--- config.mk ---
export PLATFORM = sky130hd
export DESIGN_NAME = pan_tilt_point_to_servo_pwm
export DESIGN_NICKNAME = d
export VERILOG_FILES = /design/src/rtl/ptps_pkg.sv /design/src/rtl/ptps_front.sv /design/src/rtl/ptps_back.sv /design/src/rtl/pan_tilt_point_to_servo_pwm.sv
export SDC_FILE = /design/constraint.sdc
export NUM_CORES = 2
export LEC_CHECK = 0
export BUFFER_PORTS_ARGS = -buffer_cell sky130_fd_sc_hd__buf_2
export CORE_UTILIZATION = 30
export CTS_CLUSTER_SIZE = 25
export DETAILED_ROUTE_END_ITERATION = 16
export PLACE_DENSITY_LB_ADDON = 0.2
export RECOVER_POWER = 25
export SYNTH_ARGS = -nofsm -noshare
export SYNTH_HDL_FRONTEND = slang
export SYNTH_SLANG_ARGS = --single-unit
--- constraint.sdc ---
create_clock -name clk_i -period 7.9 [get_ports clk_i]
set_clock_uncertainty 0.2 [all_clocks]
set_input_delay 0 -clock clk_i [delete_from_list [all_inputs] [get_ports clk_i]]
set_output_delay 0 -clock clk_i [all_outputs]
set_load 0.02 [all_outputs]
--- src/rtl/ptps_pkg.sv ---
// Package with shared types, constants and the arctangent table of the pointing block.
package ptps_pkg;

  localparam int unsigned CordicSteps = 14;
  localparam int unsigned StepW = $clog2(CordicSteps + 1);
  localparam int unsigned CordW = 50;
  localparam int unsigned ZW = 34;
  localparam int unsigned AngleW = 16;
  localparam int unsigned CmpW = 16;
  localparam int unsigned CfgIdxW = 3;
  localparam int unsigned CfgDataW = 32;
  localparam int unsigned QueueDepth = 2;
  localparam int unsigned QueuePtrW = 1;

  typedef enum logic [1:0] {
    ReqInit = 2'd0,
    ReqGoto = 2'd1,
    ReqBad2 = 2'd2,
    ReqBad3 = 2'd3
  } req_e;

  typedef enum logic [CfgIdxW-1:0] {
    CfgPanSlope   = 3'd0,
    CfgPanOffset  = 3'd1,
    CfgTiltSlope  = 3'd2,
    CfgTiltOffset = 3'd3,
    CfgStartPan   = 3'd4,
    CfgStartTilt  = 3'd5
  } cfg_idx_e;

  typedef enum logic [1:0] {
    OpError = 2'd0,
    OpInit  = 2'd1,
    OpGoto  = 2'd2
  } op_e;

  typedef struct packed {
    op_e                op;
    logic signed [15:0] x_arg;
    logic signed [15:0] y_arg;
  } work_t;

  function automatic logic [ZW-1:0] atan_entry(input logic [4:0] i);
    logic [ZW-1:0] r;
    begin
      case (i)
        5'd0: r = 34'd843314857;
        5'd1: r = 34'd497837829;
        5'd2: r = 34'd263043837;
        5'd3: r = 34'd133525159;
        5'd4: r = 34'd67021687;
        5'd5: r = 34'd33543516;
        5'd6: r = 34'd16775851;
        5'd7: r = 34'd8388437;
        5'd8: r = 34'd4194283;
        5'd9: r = 34'd2097149;
        5'd10: r = 34'd1048576;
        5'd11: r = 34'd524288;
        5'd12: r = 34'd262144;
        5'd13: r = 34'd131072;
        5'd14: r = 34'd65536;
        5'd15: r = 34'd32768;
        5'd16: r = 34'd16384;
        5'd17: r = 34'd8192;
        5'd18: r = 34'd4096;
        5'd19: r = 34'd2048;
        5'd20: r = 34'd1024;
        5'd21: r = 34'd512;
        5'd22: r = 34'd256;
        5'd23: r = 34'd128;
        default: r = '0;
      endcase
      return r;
    end
  endfunction

endpackage

--- src/rtl/ptps_front.sv ---
// Front end that accepts requests, tracks the ready flag and queues classified work.
module ptps_front (
  input  logic                clk_i,
  input  logic                rst_ni,
  input  logic                req_valid_i,
  output logic                req_stall_o,
  input  logic [1:0]          req_type_i,
  input  logic signed [15:0]  point_x_i,
  input  logic signed [14:0]  point_y_i,
  output logic                work_valid_o,
  input  logic                work_pop_i,
  output ptps_pkg::work_t     work_o
);

  ptps_pkg::work_t q_mem_q [ptps_pkg::QueueDepth];
  logic [ptps_pkg::QueuePtrW-1:0] wr_ptr_q, rd_ptr_q;
  logic [ptps_pkg::QueuePtrW:0] count_q;
  logic ready_q;
  logic push;
  ptps_pkg::work_t item;

  assign req_stall_o = (count_q == (ptps_pkg::QueuePtrW + 1)'(ptps_pkg::QueueDepth));
  assign push = req_valid_i && !req_stall_o;
  assign work_valid_o = (count_q != '0);
  assign work_o = q_mem_q[rd_ptr_q];

  always_comb begin
    item.x_arg = point_x_i;
    item.y_arg = 16'(signed'(point_y_i)) + 16'sd8192;
    case (ptps_pkg::req_e'(req_type_i))
      ptps_pkg::ReqInit: item.op = ptps_pkg::OpInit;
      ptps_pkg::ReqGoto: item.op = ready_q ? ptps_pkg::OpGoto : ptps_pkg::OpError;
      default: item.op = ptps_pkg::OpError;
    endcase
  end

  always_ff @(posedge clk_i) begin
    if (push) begin
      q_mem_q[wr_ptr_q] <= item;
    end
  end

  always_ff @(posedge clk_i or negedge rst_ni) begin
    if (!rst_ni) begin
      wr_ptr_q <= '0;
      rd_ptr_q <= '0;
      count_q <= '0;
      ready_q <= 1'b0;
    end else begin
      if (push) begin
        wr_ptr_q <= wr_ptr_q + 1'b1;
        if (ptps_pkg::req_e'(req_type_i) == ptps_pkg::ReqInit) begin
          ready_q <= 1'b1;
        end
      end
      if (work_pop_i) begin
        rd_ptr_q <= rd_ptr_q + 1'b1;
      end
      count_q <= count_q + (push ? 1'b1 : 1'b0) - (work_pop_i ? 1'b1 : 1'b0);
    end
  end

endmodule

--- src/rtl/ptps_back.sv ---
// Back end with a shared CORDIC, compare mapping and the output register.
module ptps_back (
  input  logic                        clk_i,
  input  logic                        rst_ni,
  input  logic                        cfg_we_i,
  input  logic [ptps_pkg::CfgIdxW-1:0]  cfg_idx_i,
  input  logic [ptps_pkg::CfgDataW-1:0] cfg_data_i,
  input  logic                        work_valid_i,
  output logic                        work_pop_o,
  input  ptps_pkg::work_t             work_i,
  output logic                        rsp_valid_o,
  input  logic                        rsp_stall_i,
  output logic                        status_o,
  output logic                        drive_valid_o,
  output logic [15:0]                 pan_compare_o,
  output logic [15:0]                 tilt_compare_o,
  output logic                        driver_init_o,
  output logic signed [15:0]          pan_angle_now_o,
  output logic signed [15:0]          tilt_angle_now_o
);

  typedef enum logic [2:0] {
    StIdle, StCordic, StMul, StMap, StOut
  } state_e;

  state_e state_q;
  logic signed [31:0] pan_slope_q, tilt_slope_q;
  logic signed [23:0] pan_off_q, tilt_off_q;
  logic signed [15:0] start_pan_q, start_tilt_q;
  logic signed [15:0] pan_store_q, tilt_store_q;
  logic signed [15:0] tilt_arg_q;
  logic signed [ptps_pkg::CordW-1:0] cx_q, cy_q;
  logic signed [ptps_pkg::ZW-1:0] cz_q;
  logic [ptps_pkg::StepW-1:0] step_q;
  logic second_q;
  logic signed [47:0] prod_q;
  logic signed [15:0] ang_sel;
  logic signed [31:0] slope_sel;
  logic signed [23:0] off_sel;
  logic signed [ptps_pkg::CordW-1:0] dx, dy;
  logic signed [ptps_pkg::ZW-1:0] at, z_rnd;
  logic signed [15:0] z_q14;
  logic signed [26:0] shifted;
  logic signed [27:0] cmp_sum;
  logic [15:0] cmp_sat;
  logic [15:0] pan_cmp_q;

  assign dx = cy_q >>> step_q;
  assign dy = cx_q >>> step_q;
  assign at = ptps_pkg::atan_entry(5'(step_q));
  assign z_rnd = cz_q + ptps_pkg::ZW'(32768);
  assign z_q14 = z_rnd[31:16];
  assign ang_sel = second_q ? tilt_store_q : pan_store_q;
  assign slope_sel = second_q ? tilt_slope_q : pan_slope_q;
  assign off_sel = second_q ? tilt_off_q : pan_off_q;
  assign shifted = 27'((prod_q + 48'sd2097152) >>> 22);
  assign cmp_sum = 28'(shifted) + 28'(off_sel);
  assign cmp_sat = cmp_sum < 0 ? 16'd0 : (cmp_sum > 28'sd65535 ? 16'hFFFF : cmp_sum[15:0]);
  assign work_pop_o = (state_q == StIdle) && work_valid_i;
  assign rsp_valid_o = (state_q == StOut);

  always_ff @(posedge clk_i or negedge rst_ni) begin
    if (!rst_ni) begin
      pan_slope_q <= '0;
      tilt_slope_q <= '0;
      pan_off_q <= '0;
      tilt_off_q <= '0;
      start_pan_q <= '0;
      start_tilt_q <= '0;
    end else if (cfg_we_i) begin
      case (ptps_pkg::cfg_idx_e'(cfg_idx_i))
        ptps_pkg::CfgPanSlope: pan_slope_q <= cfg_data_i;
        ptps_pkg::CfgPanOffset: pan_off_q <= cfg_data_i[23:0];
        ptps_pkg::CfgTiltSlope: tilt_slope_q <= cfg_data_i;
        ptps_pkg::CfgTiltOffset: tilt_off_q <= cfg_data_i[23:0];
        ptps_pkg::CfgStartPan: start_pan_q <= cfg_data_i[15:0];
        ptps_pkg::CfgStartTilt: start_tilt_q <= cfg_data_i[15:0];
        default: ;
      endcase
    end
  end

  always_ff @(posedge clk_i or negedge rst_ni) begin
    if (!rst_ni) begin
      state_q <= StIdle;
      pan_store_q <= '0;
      tilt_store_q <= '0;
      status_o <= 1'b0;
      drive_valid_o <= 1'b0;
      driver_init_o <= 1'b0;
      pan_compare_o <= '0;
      tilt_compare_o <= '0;
      pan_angle_now_o <= '0;
      tilt_angle_now_o <= '0;
      step_q <= '0;
      second_q <= 1'b0;
      cx_q <= '0;
      cy_q <= '0;
      cz_q <= '0;
      tilt_arg_q <= '0;
      prod_q <= '0;
      pan_cmp_q <= '0;
    end else begin
      case (state_q)
        StIdle: begin
          if (work_valid_i) begin
            status_o <= 1'b0;
            drive_valid_o <= 1'b0;
            driver_init_o <= 1'b0;
            pan_compare_o <= '0;
            tilt_compare_o <= '0;
            case (work_i.op)
              ptps_pkg::OpInit: begin
                pan_store_q <= start_pan_q;
                tilt_store_q <= start_tilt_q;
                pan_angle_now_o <= start_pan_q;
                tilt_angle_now_o <= start_tilt_q;
                driver_init_o <= 1'b1;
                state_q <= StOut;
              end
              ptps_pkg::OpGoto: begin
                cx_q <= ptps_pkg::CordW'(64'sd1073741824);
                cy_q <= ptps_pkg::CordW'(work_i.x_arg) <<< 16;
                cz_q <= '0;
                step_q <= '0;
                second_q <= 1'b0;
                tilt_arg_q <= work_i.y_arg;
                state_q <= StCordic;
              end
              default: begin
                status_o <= 1'b1;
                pan_angle_now_o <= pan_store_q;
                tilt_angle_now_o <= tilt_store_q;
                state_q <= StOut;
              end
            endcase
          end
        end
        StCordic: begin
          if (step_q == ptps_pkg::StepW'(ptps_pkg::CordicSteps)) begin
            if (!second_q) begin
              pan_store_q <= z_q14;
              cx_q <= ptps_pkg::CordW'(64'sd1073741824);
              cy_q <= ptps_pkg::CordW'(tilt_arg_q) <<< 16;
              cz_q <= '0;
              step_q <= '0;
              second_q <= 1'b1;
            end else begin
              tilt_store_q <= z_q14;
              second_q <= 1'b0;
              state_q <= StMul;
            end
          end else begin
            if (!cy_q[ptps_pkg::CordW-1]) begin
              cx_q <= cx_q + dx;
              cy_q <= cy_q - dy;
              cz_q <= cz_q + at;
            end else begin
              cx_q <= cx_q - dx;
              cy_q <= cy_q + dy;
              cz_q <= cz_q - at;
            end
            step_q <= step_q + 1'b1;
          end
        end
        StMul: begin
          prod_q <= 48'(slope_sel) * 48'(ang_sel);
          state_q <= StMap;
        end
        StMap: begin
          if (!second_q) begin
            pan_cmp_q <= cmp_sat;
            second_q <= 1'b1;
            state_q <= StMul;
          end else begin
            second_q <= 1'b0;
            pan_compare_o <= pan_cmp_q;
            tilt_compare_o <= cmp_sat;
            drive_valid_o <= 1'b1;
            pan_angle_now_o <= pan_store_q;
            tilt_angle_now_o <= tilt_store_q;
            state_q <= StOut;
          end
        end
        StOut: begin
          if (!rsp_stall_i) begin
            state_q <= StIdle;
          end
        end
        default: state_q <= StIdle;
      endcase
    end
  end

endmodule

--- src/rtl/pan_tilt_point_to_servo_pwm.sv ---
// Top level of the pan-tilt pointing block.
//  channel | direction | handshake
//  req     | in        | req_valid_i / req_stall_o
//  rsp     | out       | rsp_valid_o / rsp_stall_i
//  cfg     | in        | cfg_we_i, no back-pressure
// An init or error request goes straight to the response; a goto first runs through
// two 14-step passes of the single shared CORDIC and the shared multiplier.
// Reset clears configuration, stored angles and the ready flag.
// A two-entry queue keeps taking requests while the back end works or is stalled, until it is full.
module pan_tilt_point_to_servo_pwm (
  input  logic                        clk_i,
  input  logic                        rst_ni,
  input  logic                        req_valid_i,
  output logic                        req_stall_o,
  input  logic [1:0]                  req_type_i,
  input  logic signed [15:0]          point_x_i,
  input  logic signed [14:0]          point_y_i,
  output logic                        rsp_valid_o,
  input  logic                        rsp_stall_i,
  output logic                        status_o,
  output logic                        drive_valid_o,
  output logic [15:0]                 pan_compare_o,
  output logic [15:0]                 tilt_compare_o,
  output logic                        driver_init_o,
  output logic signed [15:0]          pan_angle_now_o,
  output logic signed [15:0]          tilt_angle_now_o,
  input  logic                        cfg_we_i,
  input  logic [ptps_pkg::CfgIdxW-1:0]  cfg_idx_i,
  input  logic [ptps_pkg::CfgDataW-1:0] cfg_data_i
);

  logic work_valid, work_pop;
  ptps_pkg::work_t work;

  ptps_front u_front (
    .clk_i, .rst_ni, .req_valid_i, .req_stall_o, .req_type_i, .point_x_i, .point_y_i,
    .work_valid_o(work_valid), .work_pop_i(work_pop), .work_o(work)
  );

  ptps_back u_back (
    .clk_i, .rst_ni, .cfg_we_i, .cfg_idx_i, .cfg_data_i,
    .work_valid_i(work_valid), .work_pop_o(work_pop), .work_i(work),
    .rsp_valid_o, .rsp_stall_i, .status_o, .drive_valid_o, .pan_compare_o,
    .tilt_compare_o, .driver_init_o, .pan_angle_now_o, .tilt_angle_now_o
  );

endmodule

==> summary.md <==
| Metric | Value |
|---|---|
| DR vias | `45340` |
| Post-synth EDFFs | `68` |
| Startpoint types | `register` |
| I/O pin cnt | `142` |
| CTS Sinks | `515` |
| Max Cap Viol | `3` |
| Slowest stage delay, CP | `0.56 ns` |
| Starting Density | `0.3029` |
| DRC viols | `0` |
| Slew @ Worst Pin | `4.750 ns` |
| Ratio of cells with drive above 1 in the final layout | `0.1280` |
| Critical Path End Type | `register` |
| Vias per std cell | `5.197` |
| Ys flop type | `dfrtp_1` |
| Core area | `183700 um2` |
| # rows | `157` |
| Setup-failing EPs final | `0` |
| Fill cells | `18860` |
| Drt first pass iters | `6` |
| Area grow syn2layout | `13.56%` |
| Worst-path fanout max | `25` |
| Final WL | `192400 um` |
| Fin nets | `7049` |
| Wire per inst | `22.05 um` |
| YS warnings | `0` |
| Longest Clk Path Bufs | `3` |
| Syn Inst Count | `5998` |
| Post-synthesis sequential area ratio | `0.2378` |
| Mapped Area | `55630 um2` |
| Register area | `13250 um2` |
| HP Class | `primary input to register` |
| Async set or reset register ratio after synthesis | `0.8680` |
| WS Path Type | `register to register` |
| 1st-iter DRT viols | `2998` |
| CP arrival | `7.88 ns` |
| Gpl congestion | `0.8918` |
| Commonest non-fill, non-tap cell in the layout | `nand2_1` |
| Die W | `432.6 um` |
| Cell at the root of the clock tree | `clkbuf_16` |
| Relative slew slack | `-2.167` |
| Area of the multi-input gates | `38890 um2` |
| First-pass GRT wire length | `292500 um` |
| CTS Buf Count | `67` |
| Largest net degree at the start of global routing | `143` |
| I/O Buffers | `141` |
| Failing checks | `max-capacitance violations, max-slew violations` |
| GRT Total Usage | `0.2049` |
| Antenna Nets Post-Route | `0` |
| Initial antenna violation count | `9` |
| Worst-path clk slew | `0.06 ns` |
| Worst path required time | `8.27 ns` |
| Seq cells post-synth | `515` |
| GRT overflow | `0` |
| Die Footprint | `187200 um2` |
| Core Util, Final | `0.3440` |
| Final Hold Viols | `0` |
| Fin crit share | `0.9516` |
| FMAX | `133.0 MHz` |
| Status | `finished with violations` |
| Most common cell on crit path | `fa_1` |
| Max Transition Viols Final | `129` |
| CTS tree | `built` |
| Most frequent cells in the layout | `744 x nand2_1, 625 x inv_1, 494 x nor2_1, 489 x fa_1, 440 x dfrtp_1` |
| Critical path's slowest cell | `dfrtp_4` |
| Syn avg cell area | `9.275 um2` |
| Die H | `432.6 um` |
| Tmin final | `7.518 ns` |
| Clock latency at the later pin of the worst-skew pair | `0.68 ns` |
| H-tree depth | `3` |
| TNS Setup | `0 ns` |
| Detail Placement HPWL | `148300 um` |
| Number of global-route vias before repair | `46190` |
| Cell variety after synth | `108` |
| Syn nets | `6841` |
| RSZ-0062 raised after global routing | `no` |
synthesized netlist by cell type, types with 15 or more instances:
library cell    n  area (um2)
a211o_1        16       140.1
a211oi_1       42       315.3
a21o_1         81       608.1
a21oi_1       338        1692
a22o_1         70       613.1
a31oi_1        64       400.4
and2_1         31       193.9
and3_1         46       287.8
buf_1          33       123.9
buf_2          32       160.2
buf_4          17       127.6
clkbuf_1      209       784.5
dfrtp_1       447       11190
edfxtp_1       68        2042
fa_1          489        9789
ha_1          281        3516
inv_1         627        2354
mux2_2        257        2894
mux2i_1       171        1712
mux4_1         15       394.1
mux4_2        100        2252
nand2_1       745        2796
nand2b_1       38       237.7
nand3_1        69       345.3
nand4_1        27       168.9
nor2_1        497        1866
nor2b_1        53       331.6
nor3_1         85       425.4
o211ai_1       26       195.2
o21a_1         29       217.7
o21ai_0       308        1541
o21bai_1       22       165.2
o31ai_1        50       375.4
or3_1          25       156.4
xnor2_1       187        1638
xor2_1        129        1130
worst max-delay path: cells and delay by family, from the launching register on:
family | cells | cell delay, ns
flops | 1 | 0.56
simple gates | 5 | 0.91
buf+inv | 5 | 0.55
compound gates | 7 | 1.59
mux | 1 | 0.22
fa+ha+maj | 7 | 3.35
through the flow:
step	worst slack [ns]	instances	cell area, um2	hold slack (ns)
after global routing	0.01425	8722	63170	0.06833
after CTS	0.04546	8714	63190	0.03065
after floorplan	0.1459	5998	55630	-0.4956
after global placement	0.2856	8474	59750	-0.1364
after detailed placement	0.06981	8474	59750	-0.1287
final	0.3820	8723	63180	0.05710
metal layers:
layer,global-route usage,vias up,wire (um)
met5,0,-,16
met4,0.08441,2,8927
met3,0.02444,289,8133
met2,0.3487,1160,93570
met1,0.2622,22860,81700
li1,-,21020,-
registers in the layout (all words and copies together) (netlist names), 2 cells and up:
register,cells
u_back.tilt_store_q,16
u_back.pan_slope_q,32
u_back.tilt_compare_o,16
u_front.q_mem_q,68
u_back.tilt_slope_q,32
u_back.tilt_angle_now_o,16
u_back.pan_compare_o,16
u_back.cz_q,32
u_back.start_tilt_q,16
u_back.pan_cmp_q,16
u_back.pan_off_q,24
u_back.cy_q,50
u_back.pan_angle_now_o,16
u_back.step_q,4
u_back.tilt_arg_q,16
u_back.tilt_off_q,24
u_back.cx_q,50
u_back.start_pan_q,16
u_front.count_q,2
u_back.prod_q,27
u_back.pan_store_q,16
u_back.state_q,3
kinds of logic (layout without fill, tap and decap cells):
group           count (synthesis)  after routing  share of synthesized area
other cells                     0              1                          0
flops                         515            515                     0.2378
compound gates               1223           1223                     0.1412
fa+ha+maj                     770            770                     0.2392
xor+xnor                      317            317                    0.05004
buf+inv                       929           1189                    0.06642
mux                           544            544                     0.1306
simple gates                 1700           1700                     0.1348
worst paths after layout:
kind,from,end,slack (ns),depth (start not counted)
max in group asynchronous,rst_ni,u_back.step_q[3],1.06,4
worst max-delay path,u_back.second_q,u_back.prod_q[47],0.38,25
worst min-delay path,cfg_data_i[31],u_back.tilt_slope_q[31],0.06,3
min in group asynchronous,rst_ni,u_back.cz_q[10],1.36,4
worst min register to register,u_front.ready_q,u_front.ready_q,0.27,1
worst max register to register,u_back.second_q,u_back.prod_q[47],0.38,25
what timing repair did:
action / in CTS / in global routing
gates resized for setup: 0 / 8
setup endpoints to repair: 0 / 15
hold buffers: 119 / 0
hold endpoints to repair: 491 / 0
buffers inserted: 0 / 8
layout make-up:
cell class,instances,area share
Timing Repair Buffer,440,0.05320
Inverter,628,0.03731
Clock buffer,93,0.02967
Sequential cell,515,0.2098
Tap cell,2464,0.04880
Antenna cell,1,0.00003961
Multi-Input combinational cell,4554,0.6156
Clock inverter,28,0.005664
Power is not shown: default switching activity piles up to over one toggle a cycle in this logic, so the estimate is an artifact.
